[src/rtl/kpec_pkg.sv]
package kpec_pkg;

  localparam int unsigned LINE_W  = 8;
  localparam int unsigned COUNT_W = 8;
  localparam int unsigned LIMIT_W = 7;
  localparam int unsigned INDEX_W = 3;

  localparam logic [LINE_W-1:0]  LEVELS_RESET = 8'hff;
  localparam logic [LIMIT_W-1:0] LIMIT_RESET  = 7'd10;

  typedef enum logic [1:0] {
    ACT_SAMPLE       = 2'd0,
    ACT_TAKE_PRESS   = 2'd1,
    ACT_TAKE_RELEASE = 2'd2,
    ACT_CLEAR        = 2'd3
  } action_t;

  typedef struct packed {
    action_t             action;
    logic [LINE_W-1:0]   key_levels;
    logic [INDEX_W-1:0]  key_index;
  } in_item_t;

  typedef struct packed {
    logic                granted;
    logic [LINE_W-1:0]   levels_now;
    logic [COUNT_W-1:0]  pending_count;
  } out_item_t;

  typedef struct packed {
    action_t             op;
    logic                fall;
    logic                up;
  } alu_ctl_t;

endpackage

[src/rtl/kpec_count_alu.sv]
module kpec_count_alu (
  input  kpec_pkg::alu_ctl_t                  ctl,
  input  logic [kpec_pkg::COUNT_W-1:0]        count_in,
  input  logic [kpec_pkg::LIMIT_W-1:0]        limit,
  output logic [kpec_pkg::COUNT_W-1:0]        count_out,
  output logic                                grant
);

  logic [kpec_pkg::COUNT_W:0] inc;
  logic [kpec_pkg::COUNT_W:0] lim2;
  logic                       nz;

  assign inc  = {1'b0, count_in} + {{kpec_pkg::COUNT_W{1'b0}}, 1'b1};
  assign lim2 = {1'b0, limit, 1'b0};
  assign nz   = (count_in != '0);

  always_comb begin
    count_out = count_in;
    grant     = 1'b0;
    unique case (ctl.op)
      kpec_pkg::ACT_SAMPLE: begin
        if (ctl.fall) begin
          if (inc > lim2) begin
            count_out = {1'b0, limit};
          end else begin
            count_out = inc[kpec_pkg::COUNT_W-1:0];
          end
        end
      end
      kpec_pkg::ACT_TAKE_PRESS,
      kpec_pkg::ACT_TAKE_RELEASE: begin
        grant = nz && ((ctl.op == kpec_pkg::ACT_TAKE_PRESS) || ctl.up);
        if (grant) begin
          count_out = count_in - {{(kpec_pkg::COUNT_W-1){1'b0}}, 1'b1};
        end
      end
      kpec_pkg::ACT_CLEAR: begin
        count_out = '0;
      end
      default: begin
        count_out = count_in;
      end
    endcase
  end

endmodule

[src/rtl/key_press_event_counter_unit.sv]
// Key press event counter.
// Input channel in_valid/in_ready/in_data carries one item: action (sample,
// take press, take release, clear), key line levels and a key index.
// Result channel out_valid/out_ready/out_data returns one item per input:
// granted flag, stored key levels and the addressed key's pending count.
// Configuration channel cfg_valid/cfg_ready/cfg_data writes count_limit;
// it is always ready; the user must write it only while the block is idle,
// and the block itself does not enforce this. One shared count unit visits
// the per-key counters one key per cycle. An item is accepted in idle; the
// scan then visits every key for sample and clear and only the addressed key
// for a take item, and the done state registers the result. A take item whose
// key index is at or above NUM_KEYS skips the scan. in_ready is high only
// while the sequencer is idle; it returns when the result is registered.
// The finished result sits in the output register; a new item may be accepted
// while it waits, and the next result is held until out_ready takes the old.
// Reset clears all counters, sets the stored levels to all keys up and
// count_limit to 10.
module key_press_event_counter_unit #(
  parameter int unsigned NUM_KEYS = 8
) (
  input  logic                                clk,
  input  logic                                rst_n,
  input  logic                                in_valid,
  output logic                                in_ready,
  input  kpec_pkg::in_item_t                  in_data,
  output logic                                out_valid,
  input  logic                                out_ready,
  output kpec_pkg::out_item_t                 out_data,
  input  logic                                cfg_valid,
  output logic                                cfg_ready,
  input  logic [kpec_pkg::LIMIT_W-1:0]        cfg_data
);

  localparam int unsigned KW = (NUM_KEYS > 1) ? $clog2(NUM_KEYS) : 1;
  localparam int unsigned CW = (KW > kpec_pkg::INDEX_W) ? KW : kpec_pkg::INDEX_W;
  localparam logic [KW-1:0] LAST_KEY = KW'(NUM_KEYS - 1);

  typedef enum logic [1:0] {
    ST_IDLE,
    ST_SCAN,
    ST_DONE
  } state_t;

  state_t                               state_r;
  kpec_pkg::action_t                    op_r;
  logic [kpec_pkg::LINE_W-1:0]          levels_r;
  logic [kpec_pkg::LINE_W-1:0]          falls_r;
  logic [kpec_pkg::INDEX_W-1:0]         idx_r;
  logic [KW-1:0]                        k_r;
  logic [KW-1:0]                        k_end_r;
  logic [kpec_pkg::COUNT_W-1:0]         pend_r;
  logic                                 grant_r;
  logic [kpec_pkg::LIMIT_W-1:0]         limit_r;
  logic [kpec_pkg::COUNT_W-1:0]         counts_r [NUM_KEYS];
  logic                                 out_valid_r;
  kpec_pkg::out_item_t                  out_r;

  logic [NUM_KEYS-1:0]                  fall_vec;
  logic                                 idx_ok;
  kpec_pkg::alu_ctl_t                   alu_ctl;
  logic [kpec_pkg::COUNT_W-1:0]         alu_out;
  logic                                 alu_grant;
  logic                                 take;
  logic                                 any_nz;

  for (genvar i = 0; i < NUM_KEYS; i++) begin : g_fall
    if (i < kpec_pkg::LINE_W) begin : g_line
      assign fall_vec[i] = falls_r[i];
    end else begin : g_noline
      assign fall_vec[i] = 1'b0;
    end
  end

  assign idx_ok  = (32'(in_data.key_index) < NUM_KEYS);
  assign take    = (in_data.action == kpec_pkg::ACT_TAKE_PRESS) ||
                   (in_data.action == kpec_pkg::ACT_TAKE_RELEASE);

  assign alu_ctl.op   = op_r;
  assign alu_ctl.fall = fall_vec[k_r];
  assign alu_ctl.up   = levels_r[idx_r];

  kpec_count_alu u_alu (
    .ctl       (alu_ctl),
    .count_in  (counts_r[k_r]),
    .limit     (limit_r),
    .count_out (alu_out),
    .grant     (alu_grant)
  );

  assign in_ready  = (state_r == ST_IDLE);
  assign cfg_ready = 1'b1;
  assign out_valid = out_valid_r;
  assign out_data  = out_r;

  always_comb begin
    any_nz = 1'b0;
    for (int i = 0; i < NUM_KEYS; i++) begin
      any_nz = any_nz | (counts_r[i] != '0);
    end
  end

  always_ff @(posedge clk) begin
    if (!rst_n) begin
      state_r     <= ST_IDLE;
      out_valid_r <= 1'b0;
      limit_r     <= kpec_pkg::LIMIT_RESET;
      levels_r    <= kpec_pkg::LEVELS_RESET;
      for (int i = 0; i < NUM_KEYS; i++) begin
        counts_r[i] <= '0;
      end
    end else begin
      if (cfg_valid && cfg_ready) begin
        limit_r <= cfg_data;
      end
      if (out_valid_r && out_ready && state_r != ST_DONE) begin
        out_valid_r <= 1'b0;
      end
      unique case (state_r)
        ST_IDLE: begin
          if (in_valid) begin
            op_r    <= in_data.action;
            idx_r   <= in_data.key_index;
            falls_r <= levels_r & ~in_data.key_levels;
            pend_r  <= '0;
            grant_r <= 1'b0;
            if (in_data.action == kpec_pkg::ACT_SAMPLE) begin
              levels_r <= in_data.key_levels;
            end
            if (take) begin
              k_r     <= KW'(in_data.key_index);
              k_end_r <= KW'(in_data.key_index);
              state_r <= idx_ok ? ST_SCAN : ST_DONE;
            end else begin
              k_r     <= '0;
              k_end_r <= LAST_KEY;
              state_r <= ST_SCAN;
            end
          end
        end
        ST_SCAN: begin
          counts_r[k_r] <= alu_out;
          if (CW'(k_r) == CW'(idx_r)) begin
            pend_r  <= alu_out;
            grant_r <= alu_grant;
          end
          if (k_r == k_end_r) begin
            state_r <= ST_DONE;
          end else begin
            k_r <= k_r + KW'(1);
          end
        end
        ST_DONE: begin
          if (!out_valid_r || out_ready) begin
            out_valid_r         <= 1'b1;
            out_r.granted       <= grant_r;
            out_r.levels_now    <= levels_r;
            out_r.pending_count <= pend_r;
            state_r             <= ST_IDLE;
          end
        end
        default: begin
          state_r <= ST_IDLE;
        end
      endcase
    end
  end

`ifndef SYNTHESIS
  a_grant_only_take: assert property (@(posedge clk) disable iff (!rst_n)
    $rose(out_valid_r) && out_r.granted |->
      (op_r == kpec_pkg::ACT_TAKE_PRESS || op_r == kpec_pkg::ACT_TAKE_RELEASE))
    else $error("granted set on a non-take item");

  a_clear_zeroes: assert property (@(posedge clk) disable iff (!rst_n)
    state_r == ST_DONE && op_r == kpec_pkg::ACT_CLEAR |-> !any_nz)
    else $error("counter nonzero after clear pass");

  a_scan_range: assert property (@(posedge clk) disable iff (!rst_n)
    state_r == ST_SCAN |-> (32'(k_r) < NUM_KEYS && k_r <= k_end_r))
    else $error("scan index out of range");

  a_done_holds: assert property (@(posedge clk) disable iff (!rst_n)
    state_r == ST_DONE && out_valid_r && !out_ready |=> state_r == ST_DONE)
    else $error("result lost while receiver stalls");
`endif

endmodule
[config.mk]
export PLATFORM = sky130hd
export DESIGN_NAME = key_press_event_counter_unit
export DESIGN_NICKNAME = d
export VERILOG_FILES = /design/src/rtl/kpec_pkg.sv /design/src/rtl/kpec_count_alu.sv /design/src/rtl/key_press_event_counter_unit.sv
export SDC_FILE = /design/constraint.sdc
export NUM_CORES = 1
export LEC_CHECK = 0
export ABC_AREA = 1
export ABC_CLOCK_PERIOD_IN_PS = 3000
export BUFFER_PORTS_ARGS = -buffer_cell sky130_fd_sc_hd__buf_2
export CORE_UTILIZATION = 38
export CTS_BUF_LIST = sky130_fd_sc_hd__clkbuf_4 sky130_fd_sc_hd__clkbuf_8
export DETAILED_ROUTE_END_ITERATION = 12
export SYNTH_ARGS = -nofsm -noshare
export SYNTH_HDL_FRONTEND = slang
export SYNTH_SLANG_ARGS = --single-unit
[constraint.sdc]
create_clock -name clk -period 3 [get_ports clk]
set_input_delay 0.6 -clock clk [delete_from_list [all_inputs] [get_ports clk]]
set_output_delay 0.6 -clock clk [all_outputs]
set_load 0.005 [all_outputs]
# ---- After elaboration in Yosys (flattened, before gate mapping)
# Memory sizes are Yosys's and may differ from the RTL's. A register that Yosys moved wholly into a read port is not among the register bits.
# Cells that the tools add are included.
dict set report classes {
  n_addsub 3
  n_lt_le_gt_ge 3
  eq_ne 15
  n_mux 34
  bitwise_logic 2
  reduce_logical 20
}
# cell n
set op_table {}
lappend op_table {{$mux 8} 6}
lappend op_table {{$pmux 8 s3} 1}
lappend op_table {{$pmux 8 s2} 1}
lappend op_table {{$mux 3} 5}
lappend op_table {{$mux 1} 13}
lappend op_table {{$ne 2x2->1 const B} 6}
lappend op_table {{$reduce_and 3->1} 4}
lappend op_table {{$add 8x1->9 const B} 1}
lappend op_table {{$gt 9x8->1} 1}
lappend op_table {{$and 8x8->8} 1}
lappend op_table {{$eq 2x2->1 const B} 4}
lappend op_table {{$lt 3x4->1 const B} 2}
lappend op_table {{$not 8->8} 1}
lappend op_table {{$reduce_and 4->1} 2}
lappend op_table {{$reduce_bool 8->1} 1}
lappend op_table {{$reduce_or 8->1} 1}
lappend op_table {{$sub 8x1->8 const B} 1}
lappend op_table {{$bmux 1 s3} 2}
lappend op_table {{$eq 2x1->1 const B} 3}
lappend op_table {{$eq 3x3->1} 2}
lappend op_table {{$logic_not 2->1} 3}
lappend op_table {{$mux 2} 3}
lappend op_table {{$pmux 2 s3} 1}
lappend op_table {{$pmux 3 s2} 1}
lappend op_table {{7 further kinds} 11}
dict set report word_totals {
  ff_bits 63
  ram_bits 64
  in_bits 25
  elab_cells 92
  memories 1
}
# name words word_bits read_ports rd_ports_with_merged_regs write_ports line
set memory_table {}
lappend memory_table {counts_r 8 8 1 1 8 key_press_event_counter_unit.sv:54} ;# logic [kpec_pkg::COUNT_W-1:0] counts_r [NUM_KEYS];

# ---- Longest topological paths before layout
# Gate-level depths: netlist of the first run.
dict set report depth {
  ltp_word 8
  depth_mapped 27
}

# ---- Hierarchy
# From an unflattened synthesis of the first run, not the netlist that was laid out.
dict set report hier_totals {
  hier_cells 686
  hier_area_um2 6431.2
}
# module instances cells_per_inst area_each_um2 seq_area_each_um2
set modules_own_cells {}
lappend modules_own_cells {key_press_event_counter_unit 1 507 5490.3 3693.5}
lappend modules_own_cells {kpec_count_alu 1 179 940.9 0.0}

# ---- Least setup slack after synthesis of the first run
# No wires, ideal clock.
dict set report synth_path {
  path_kind {reg-to-reg}
  from {reg with a tool-made name}
  to {reg pend_r[5] (netlist bit) (data pin)}
  setup_time_ns 0.270
  t_arrival_ns 2.874
  setup_slack_ns -0.144
  stages_incl_launch_ff 28
  path_buffers 3
  synth_period_minus_slack_ns 3.144
  path_cell_list {dfxtp_1 -> buf_6 -> inv_4 -> buf_6 -> buf_8 -> nand2_1 -> nand3_1 -> nand2_1 -> nand2_1 -> nand2_1 -> ha_1 -> nand3_1 -> nor2_1 -> nand2_1 -> nand2_1 -> inv_1 -> ha_1 -> a21oi_1 -> o21a_1 -> o21ai_0 -> nand2_1 -> inv_1 -> nor2_2 -> nand2_1 -> nand2_1 -> nand2_1 -> nand2_2 -> a21oi_1}
}
# item line
set synth_rtl {}
lappend synth_rtl {{end signal, assigned} key_press_event_counter_unit.sv:143} ;# pend_r <= alu_out;
lappend synth_rtl {{end, declared} key_press_event_counter_unit.sv:51} ;# logic [kpec_pkg::COUNT_W-1:0] pend_r;

==> reports/results.ini, run 1 <==
[layout]
diodes = 0
num-fill-cells = 1626
area_growth_pct = 29.0
utilization_pct = 50.8
instances_no_fill = 1142
fin_nets = 943
drive_above_1_share_pct = 31.7

[critical_path]
cpMostUsedCell = nand2_2
crit_required_ns = 3.18
crit_path_max_incr_delay_ns = 0.44
cp.depth = 24
crit_buf_inv = 4
critical_path_class = register to register
rr_worst_depth = 24
cp_max_fo = 7
crit_path_end = pend_r[5]
path_cells = buf_6 -> buf_16 -> nor2_2 -> nor2_1 -> nand2_1 -> nand3_2 -> nand2_2 -> nor2_2 -> buf_4 -> nand3_1 -> nand2_2 -> and2_4 -> ha_4 -> a21o_1 -> a21oi_2 -> o21ai_2 -> nand2_2 -> inv_2 -> nor2_4 -> nand2_1 -> nand2_1 -> nand2_2 -> nand2_4 -> a21oi_1
rr_endpoint = pend_r[5]
worstPathArrival_ns = 3.44
start_kind = register
end_kind = register
reg2reg_setup_slack_ns = -0.25
crit_family = simple AND/OR/NAND/NOR gates
critPathSlowestCell = dfxtp_4

[routing]
vias_per_cell = 4.98
drt_iter0_drc = 470
post-route-drc-count = 0
wl_per_cell_um = 16.4
routed_wirelength_um = 18700
num_vias = 5691
first_pass_iters = 5
ant_nets = 0

[clock_tree]
cts.htree.levels = 4
clk_latency_ns = 0.45
cts_buffers = 17
root_buffer = clkbuf_8
cts_hold_buf = 0
cts.path.max_buffers = 2
clock-sinks = 130
path_clk_slew_ns = 0.08
cts_tree = built

[grt]
grt_pass1_wl_um = 29300
grt_max_degree = 24
grt_util_all_layers_pct = 21.4
grt_overflow_total = 0
grt_pass1_vias = 5569
grt_antenna_before_repair = 0

[pwr]
combPwrFrac_pct = 32.5
irDropWorstVdd_uv = 400
p_int_mw = 3.62
power_density_nw_per_um2 = 613
clockPowerShare_pct = 28.9
swShare_pct = 33.6
p_leak_nw = 3.76
p_sw_mw = 1.83
power_mw = 5.45
p_seq_share_pct = 38.6

[synthesis]
synth_xor_area_share_pct = 1.27
synth_top_family_by_area = simple AND/OR/NAND/NOR gates
netlist_instances = 779
synth_area_leaders = edfxtp_1 48%, nand2_1 10%, a21oi_1 7.0%
synthAdderAreaFrac_pct = 2.54
synth-edff-count = 109
synth.distinct_cells = 37
synth_top_area_share_pct = 47.5
synth_compound_area_share_pct = 10.6
synth_top_cell_by_area = edfxtp_1
seq_area_frac_synth_pct = 53.6
synthMuxAreaShare_pct = 0
ys_dominant_reg_cell = edfxtp_1
netlist_area_sq_um = 6890
avgSynthCellArea_sq_um = 8.84
ys_ff_latch = 130
syn_nets = 818
synthArstFlopShare_pct = 0
synth_warnings = 0
synth-simple-area-share_pct = 23.6

[worst_hold_path]
hp-class = input pin to register
holdCritStartpoint = in_data[12]

[sta]
final-setup-viol-count = 72
fmaxAchievable_mhz = 307
skew_ns = 0.0115
timing.final.crit_share_pct = 108
timing.slew.headroom_pct = 64.9
final_max_slew_viol_count = 0
fin_tns_setup_ns = -12.18
hold_viol_final = 0
rsz0062_at_grt = yes
fin_ws_ns = -0.254
worstMarginPinSlew_ns = 0.526
fin_crit_ns = 3.25

[placed_design]
gp_congestion = 0.912
placedCellCount = 1087
place_ws_ns = -0.321
dp_hpwl_um = 13100
io_buffers = 43

[die]
core_sq_um = 17500
die_x_um = 137
ios = 45
num_rows = 48
floorplan.initialDensity_pct = 39.4
die_height_um = 137
die_area_sq_um = 18700

[status]
violations = negative setup slack
outcome = complete, but fails checks

[flow_run]
drv_cap = 0

[worst register-to-register path: stages (launching register included)]
cell	delay [ns]
dfxtp_4	0.44
buf_6	0.14
buf_16	0.12
nor2_2	0.04
nor2_1	0.08
nand2_1	0.07
nand3_2	0.06
nand2_2	0.08
nor2_2	0.12
buf_4	0.13
nand3_1	0.08
nand2_2	0.09
and2_4	0.15
ha_4	0.19
a21o_1	0.16
a21oi_2	0.15
o21ai_2	0.08
nand2_2	0.12
inv_2	0.06
nor2_4	0.13
nand2_1	0.07
nand2_1	0.07
nand2_2	0.10
nand2_4	0.16
a21oi_1	0.09
[cell usage in the layout, fill, tap and decap left out, types with 9 or more instances in the layout]
cell type and count:
nand3_2 11, edfxtp_1 109, nand3_1 51, clkinv_1 9, clkbuf_8 18, buf_4 69
buf_2 43, nor2_1 51, o211ai_1 9, nand2_2 30, inv_1 101, nand2_1 176
a21oi_2 44, o21ai_0 18, a21oi_1 52, nand2_4 11, ha_1 9, dfxtp_1 19
[cell type report]
class | instances | area [sq um] | area share (%)
flip-flops and latches | 130 | 3700 | 41.6
multi-input cells | 515 | 3060 | 34.4
repair buffers | 125 | 987 | 11.1
inverters | 115 | 444 | 5.00
well taps | 225 | 282 | 3.17
clock buffers | 20 | 263 | 2.96
clock inverters | 12 | 154 | 1.73
[worst min-delay path by stage]
stage	endpoint	cells after the start
6_report	op_r[1]	1
5_1_grt	op_r[1]	1
4_1_cts	op_r[1]	1
3_5_place_dp	out_data[5]	0
3_3_place_gp	out_data[7]	0
2_1_floorplan	out_data[0]	0
[layer usage]
layer / GRT usage [%] / vias up / share of wire (%)
met2: 35.3 / 152 / 49
met4: 7.41 / 0 / 1.6
met3: 4.59 / 25 / 4.6
met1: 27.8 / 2679 / 45
met5: 0 / - / 0
li1: - / 2835 / -
[what timing repair did]
action | CTS | global route
gates cloned | 4 | 1
setup buffers | 14 | 5
pin swaps | 11 | 39
endpoints found under the setup margin | 72 | 72
gates resized for setup | 45 | 59
[power groups by stage]
stage | Clock [mW] | Sequential (mW) | Combinational, mW
floorplan | 0 | 2.11 | 0.908
global placement | 0 | 2.13 | 1.43
detailed placement | 0 | 2.14 | 1.43
CTS | 1.60 | 2.10 | 1.59
global route | 1.67 | 2.11 | 1.92
finish | 1.57 | 2.10 | 1.77
[metrics by stage]
step | instance area, sq um | hold WS, ns
4_1_cts | 8570 | 0.322
2_1_floorplan | 6920 | 0.400
6_report | 8880 | 0.344
5_1_grt | 8880 | 0.310
3_3_place_gp | 7810 | 0.404
3_5_place_dp | 7810 | 0.405
[synth_stat cells (7+ instances only)]
library cell	count
o211ai_1	9
o21ai_0	21
ha_1	14
inv_1	103
xnor2_1	7
clkinv_1	9
nand2_1	191
nand3_1	59
a21oi_1	96
clkbuf_1	9
nand2_2	21
edfxtp_1	109
nor2_1	57
dfxtp_1	21
[kinds of logic after synthesis]
group | after synthesis
buffers and inverters | 136
DFF | 130
other | 1
adders and majority gates | 14
AOI/OAI and AO/OA | 132
and+or+nand+nor | 356
xor gates and xnor gates | 10
[sequential cells by signal, indices dropped and copies added (netlist names), named ones only]
| signal | flops |
|---|---|
| pend_r | 8 |
| idx_r | 3 |
| levels_r | 8 |
| k_r | 3 |
| limit_r | 7 |
| out_valid | 1 |
| counts_r | 64 |
| state_r | 2 |
| op_r | 2 |
| fall_vec | 8 |
| k_end_r | 3 |
| out_data | 17 |
| grant_r | 1 |
Power figures use the tool's default switching activity.
==> inputs of run 2 (changes only) <==
==> constraint.sdc (replaced) <==
create_clock -name clk -period 3 [get_ports clk]
set_input_delay 0.3 -clock clk [delete_from_list [all_inputs] [get_ports clk]]
set_output_delay 0.3 -clock clk [all_outputs]
set_load 0.005 [all_outputs]
==> run 2 against run 1 <==
Compared with the run above: the flow still finishes with violations (negative setup slack); first-iteration DRC count decreased by 3.4%; cell count decreased by 0.70%; sequential cell count unchanged; clock skew increased by 0.0033 ns; die area unchanged; clock-buffer cell count decreased by 1; via count decreased by 0.91%; power increased by 1.5%; highest routed layer unchanged.
==> reports/results.ini, run 2 (synthesis results as in run 1) <==
[layout]
final_common_cell = nand2_1
fin_nets = 935  ; -0.85%
num-fill-cells = 1661  ; +2.2%
diodes = 0  ; unchanged
drive_above_1_share_pct = 26.8  ; -4.9 points
area_growth_pct = 26.2
top_register = counts_r
utilization_pct = 49.7  ; -1.1 points
largest_register_ffs = 64  ; unchanged
final_cell_mix = 180 x nand2_1, 109 x edfxtp_1, 101 x inv_1
final_area_sq_um = 8690  ; -2.2%

[clock_tree]
root_buffer = clkbuf_8
cts.path.max_buffers = 2  ; unchanged
cts.htree.levels = 4  ; unchanged
cts_hold_buf = 0  ; unchanged
clock-sinks = 130  ; unchanged
path_clk_slew_ns = 0.07  ; about the same
cts_tree = built
clk_latency_ns = 0.45  ; about the same
cts_buffers = 17  ; unchanged

[die]
die_area_sq_um = 18700  ; unchanged
ios = 45  ; unchanged
floorplan.initialDensity_pct = 39.4  ; unchanged
num_rows = 48  ; unchanged
core_sq_um = 17500  ; unchanged
die_height_um = 137  ; unchanged
die_x_um = 137  ; unchanged

[routing]
wl_per_cell_um = 16.1  ; -2.0%
first_pass_iters = 5  ; unchanged
num_vias = 5639  ; -0.91%
ant_nets = 0  ; unchanged
drt_iter0_drc = 454  ; -3.4%
vias_per_cell = 4.97  ; -0.21%
routed_wirelength_um = 18200  ; -2.7%
post-route-drc-count = 0  ; unchanged

[grt]
grt_pass1_vias = 5423  ; -2.6%
met2_usage_pct = 34.6  ; -0.68 points
grt_util_all_layers_pct = 20.9  ; -0.52 points
grtUsageMet1_pct = 27.1  ; -0.68 points
grt.met3_usage_pct = 3.81  ; -0.78 points
grt_pass1_wl_um = 28800  ; -1.6%
grt_busiest_layer = met2
grt_antenna_before_repair = 0  ; unchanged
grt_max_degree = 24  ; unchanged
grt_overflow_total = 0  ; unchanged

[sta]
fin_tns_setup_ns = -10.22  ; +1.96 ns
skew_ns = 0.0148  ; +0.00325 ns
fmaxAchievable_mhz = 311  ; +1.1%
timing.slew.headroom_pct = 66.2  ; +1.3 points
hold_viol_final = 0  ; unchanged
fin_crit_ns = 3.22  ; -0.0360 ns
hold_ws_ns = 0.0469  ; -0.297 ns
timing.final.crit_share_pct = 107  ; -1.2 points
fin_ws_ns = -0.218  ; +0.0360 ns
rsz0062_at_grt = yes
final_max_slew_viol_count = 0  ; unchanged
final-setup-viol-count = 72  ; unchanged
worstMarginPinSlew_ns = 0.507  ; -0.0193 ns

[critical_path]
rr_worst_depth = 22  ; -8.3%
worstPathArrival_ns = 3.39  ; -0.05 ns
crit_required_ns = 3.17  ; about the same
start_kind = register
path_cells = buf_8 -> nor2_1 -> nor2_1 -> o21ai_1 -> nand2_1 -> nand2_1 -> nand2_2 -> ha_4 -> xor2_2 -> inv_1 -> ha_1 -> a21oi_2 -> o21a_1 -> o21ai_2 -> nand2_2 -> inv_2 -> nor2_4 -> nand2_2 -> nand3_2 -> nand2_4 -> buf_12 -> a21oi_1
end_kind = register
crit_buf_inv = 4  ; unchanged
critPathSlowestCell = dfxtp_4
cp.depth = 22  ; -8.3%
critical_path_class = register to register
crit_path_max_incr_delay_ns = 0.40  ; -0.04 ns
cp_max_fo = 7  ; unchanged
cpMostUsedCell = nand2_2
crit_family = simple AND/OR/NAND/NOR gates

[pwr]
power_density_nw_per_um2 = 636  ; +3.7%
power_mw = 5.53  ; +1.5%
p_leak_nw = 3.73  ; -0.95%
irDropWorstVdd_uv = 341  ; -15%

[placed_design]
dp_hpwl_um = 13000  ; -0.82%
gp_congestion = 0.828  ; -9.2%
dpl_cell_area_sq_um = 7800  ; -0.16%
io_buffers = 43  ; unchanged

[status]
outcome = complete, but fails checks
violations = negative setup slack

[worst_hold_path]
hp-class = input pin to register
hold_depth = 1  ; unchanged

[flow_run]
drv_cap = 0  ; unchanged

==> run 2: changes by cell type in the layout (fill, tap and decap cells not counted), moves of 4 or more <==
cell / change
a21oi_1: +27
a21oi_2: -27
buf_4: -7
nand2_1: +4
nor2_1: +4
==> run 2: path summary, 6_finish.rpt <==
kind,slack (ns),end,from
setup / recovery,-0.22,counts_r[1][4],register
hold / removal,0.05,idx_r[1],in_data[1]
setup reg to reg,-0.22,counts_r[1][4],register
hold reg to reg,0.42,out_data[6],pend_r[6]
==> run 2: power by group <==
group / total, mW / internal, mW / leakage (nW) / switching (mW)
sequential: 2.10 / 2.05 / 1.25 / 0.0522
combinational: 1.63 / 0.626 / 2.24 / 1.00
clock: 1.80 / 1.09 / 0.239 / 0.704
total: 5.53 / 3.77 / 3.73 / 1.76
==> run 2: cell type report <==
class                      instances  area [sq um]  area share (%)
clock buffer                      19           249            2.86
clock inverter                    13           231            2.66
inverter                         115           444            5.11
multi-input combinational        515          2880            33.1
sequential                       130          3700            42.5
tap                              225           282            3.24
timing repair buffer             117           907            10.4
==> run 2: timing repair <==
| action | 4_1_cts | 5_1_grt |
|---|---|---|
| buffers inserted | 10 | 1 |
| gates resized for setup | 30 | 35 |
| cloned | 3 | 1 |
| pin swaps | 3 | 12 |
| endpoints found under the setup margin | 72 | 72 |
==> run 2: per-layer routing <==
| layer | routed length (um) | up-vias | share of wire [%] |
|---|---|---|---|
| met5 | 0 | - | 0 |
| met4 | 401 | 0 | 2.2 |
| met3 | 767 | 27 | 4.2 |
| met2 | 8860 | 127 | 49 |
| met1 | 8180 | 2670 | 45 |
| li1 | - | 2815 | - |
==> run 2: through the flow <==
step,instances,setup slack [ns]
2_1_floorplan,779,0.00548
3_3_place_gp,1087,-0.264
3_5_place_dp,1087,-0.312
4_1_cts,1132,-0.154
5_1_grt,1134,-0.385
6_report,1134,-0.218
==> run 2: worst register-to-register path, cell delays in order (launching register included) <==
cell and delay [ns]:
dfxtp_4 0.40, buf_8 0.15, nor2_1 0.10, nor2_1 0.04
o21ai_1 0.10, nand2_1 0.07, nand2_1 0.07, nand2_2 0.08
ha_4 0.19, xor2_2 0.20, inv_1 0.10, ha_1 0.33
a21oi_2 0.07, o21a_1 0.18, o21ai_2 0.15, nand2_2 0.10
inv_2 0.07, nor2_4 0.05, nand2_2 0.07, nand3_2 0.09
nand2_4 0.14, buf_12 0.14, a21oi_1 0.07
==> inputs of run 3 (changes only) <==
ABC_CLOCK_PERIOD_IN_PS = 3120   (was 3000)
CAP_MARGIN = 20   (was not set)
REMOVE_ABC_BUFFERS = 1   (was not set)
clock period = 3.12 ns   (was 3 ns; I/O delays follow)
==> run 3 against run 2 <==
Compared with the run above: the run still ends with negative setup slack left; clock-buffer cell count down 2; maximum frequency down 2.7%; critical path type unchanged; die area unchanged; highest routed layer unchanged; design area up 6.2%; non-clock buffer count up 9; register-to-register slack better by 0.03 ns; routed wire length up 14%; clock power down 18%; core utilization up 3.1 points; first-iteration DRC count up 15%; global-route usage up 1.2 points.
==> reports/results.ini, run 3 (synthesis results as in run 1) <==
[die]
core_sq_um = 17500  ; unchanged
num_rows = 48  ; unchanged
die_x_um = 137  ; unchanged
ios = 45  ; unchanged
die_area_sq_um = 18700  ; unchanged
die_height_um = 137  ; unchanged
floorplan.initialDensity_pct = 39.4  ; unchanged

[grt]
grtUsageMet1_pct = 28.1  ; +0.99 points
met2_usage_pct = 36.9  ; +2.3 points
grt_busiest_layer = met2
grt_max_degree = 23  ; -4.2%
grt.met3_usage_pct = 3.96  ; +0.15 points
grt_util_all_layers_pct = 22.1  ; +1.2 points
grt_antenna_before_repair = 0  ; unchanged
grt_overflow_total = 0  ; unchanged
grt_pass1_wl_um = 29700  ; +3.1%
grt_pass1_vias = 5433  ; +0.18%

[critical_path]
crit_family = simple AND/OR/NAND/NOR gates
crit_required_ns = 3.32  ; +0.15 ns
end_kind = register
start_kind = register
cpMostUsedCell = nand2_2
crit_buf_inv = 6  ; +2
cp_max_fo = 8  ; +1
crit_path_max_incr_delay_ns = 0.37  ; -0.03 ns
worstPathArrival_ns = 3.51  ; +0.12 ns
critPathSlowestCell = dfxtp_4
critical_path_class = register to register

[layout]
seq_area_sq_um = 3700  ; unchanged
multi_input_area_sq_um = 3450  ; +20%
instances_no_fill = 1149  ; +1.3%
final_area_sq_um = 9230  ; +6.2%
largest_register_ffs = 64  ; unchanged
fin_nets = 950  ; +1.6%
area_growth_pct = 34.0
diodes = 0  ; unchanged
drive_above_1_share_pct = 36.4  ; +9.5 points
top_register = counts_r
utilization_pct = 52.8  ; +3.1 points
num-fill-cells = 1564  ; -5.8%
final_common_cell = nand2_1
final_cell_mix = 164 x nand2_1, 109 x edfxtp_1, 99 x inv_1

[pwr]
p_seq_share_pct = 36.8  ; -1.2 points
p_leak_nw = 3.84  ; +3.1%
combPwrFrac_pct = 36.2  ; +6.8 points
irDropWorstVdd_uv = 340  ; -0.41%
clockPowerShare_pct = 27.0  ; -5.5 points
power_mw = 5.48  ; -0.75%
p_int_mw = 3.45  ; -8.5%
p_sw_mw = 2.03  ; +16%
swShare_pct = 37.1  ; +5.3 points
power_density_nw_per_um2 = 594  ; -6.5%

[sta]
timing.final.crit_share_pct = 106  ; -1.3 points
rsz0062_at_grt = yes
final-setup-viol-count = 72  ; unchanged
hold_ws_ns = 0.0525  ; +0.00560 ns
fin_ws_ns = -0.187  ; +0.0309 ns
timing.slew.headroom_pct = 41.7  ; -25 points
fmaxAchievable_mhz = 302  ; -2.7%
final_max_slew_viol_count = 0  ; unchanged
fin_tns_setup_ns = -8.35  ; +1.86 ns
worstMarginPinSlew_ns = 0.875  ; +0.369 ns
fin_crit_ns = 3.31  ; +0.0891 ns
skew_ns = 0.0156  ; +0.000866 ns
hold_viol_final = 0  ; unchanged

[routing]
ant_nets = 0  ; unchanged
drt_iter0_drc = 523  ; +15%
post-route-drc-count = 0  ; unchanged
vias_per_cell = 5.19  ; +4.4%
routed_wirelength_um = 20800  ; +14%
num_vias = 5966  ; +5.8%
first_pass_iters = 5  ; unchanged
wl_per_cell_um = 18.1  ; +13%

[placed_design]
place_ws_ns = -0.321  ; -0.00915 ns
dp_hpwl_um = 13500  ; +3.5%
io_buffers = 43  ; unchanged
gp_congestion = 0.898  ; +8.4%
dpl_cell_area_sq_um = 7800  ; about the same
placedCellCount = 1093  ; +0.55%

[clock_tree]
path_clk_slew_ns = 0.08  ; about the same
cts_tree = built
cts.path.max_buffers = 2  ; unchanged
clk_latency_ns = 0.46  ; about the same
root_buffer = clkbuf_8
clock-sinks = 130  ; unchanged
cts_buffers = 17  ; unchanged
cts.htree.levels = 4  ; unchanged

[flow_run]
drv_cap = 0  ; unchanged

[status]
violations = negative setup slack
outcome = complete, but fails checks

[worst_hold_path]
hp-class = input pin to register

[run 3: layout make-up]
type | count | share of cell area (%)
Timing Repair Buffer | 126 | 10.3
Inverter | 115 | 4.84
Tap cell | 225 | 3.05
Clock inverter | 15 | 1.82
Multi-Input combinational cell | 521 | 37.4
Sequential cell | 130 | 40.1
Clock buffer | 17 | 2.53
[run 3: routing by layer]
layer / share of wire [%] / vias to the layer above
li1: - / 2856
met1: 42 / 2827
met2: 49 / 224
met3: 5.2 / 59
met4: 3.7 / 0
met5: 0 / -
[run 3: path summary, 6_finish.rpt]
| kind | from | end | slack (ns) | cells past startpoint |
|---|---|---|---|---|
| setup / recovery | register | pend_r[2] | -0.19 | 25 |
| hold / removal | in_data[1] | idx_r[1] | 0.05 | 1 |
| setup reg to reg | register | pend_r[2] | -0.19 | 25 |
| hold reg to reg | pend_r[0] | out_data[0] | 0.43 | 0 |
[run 3: what timing repair did]
| action | 4_1_cts | 5_1_grt |
|---|---|---|
| buffers inserted | 9 | 5 |
| hold buffers | 0 | 0 |
| pin swaps | 25 | 72 |
| gates cloned | 5 | 5 |
| resized for setup | 72 | 114 |
| setup endpoints to repair | 72 | 72 |
[run 3: power groups by stage]
stage	combinational, mW	sequential (mW)	clock (mW)
after global placement	1.38	2.05	0
final	1.99	2.02	1.48
after floorplan	0.787	2.06	0
after global routing	2.12	2.03	1.56
after detailed placement	1.38	2.05	0
after CTS	1.61	2.02	1.49
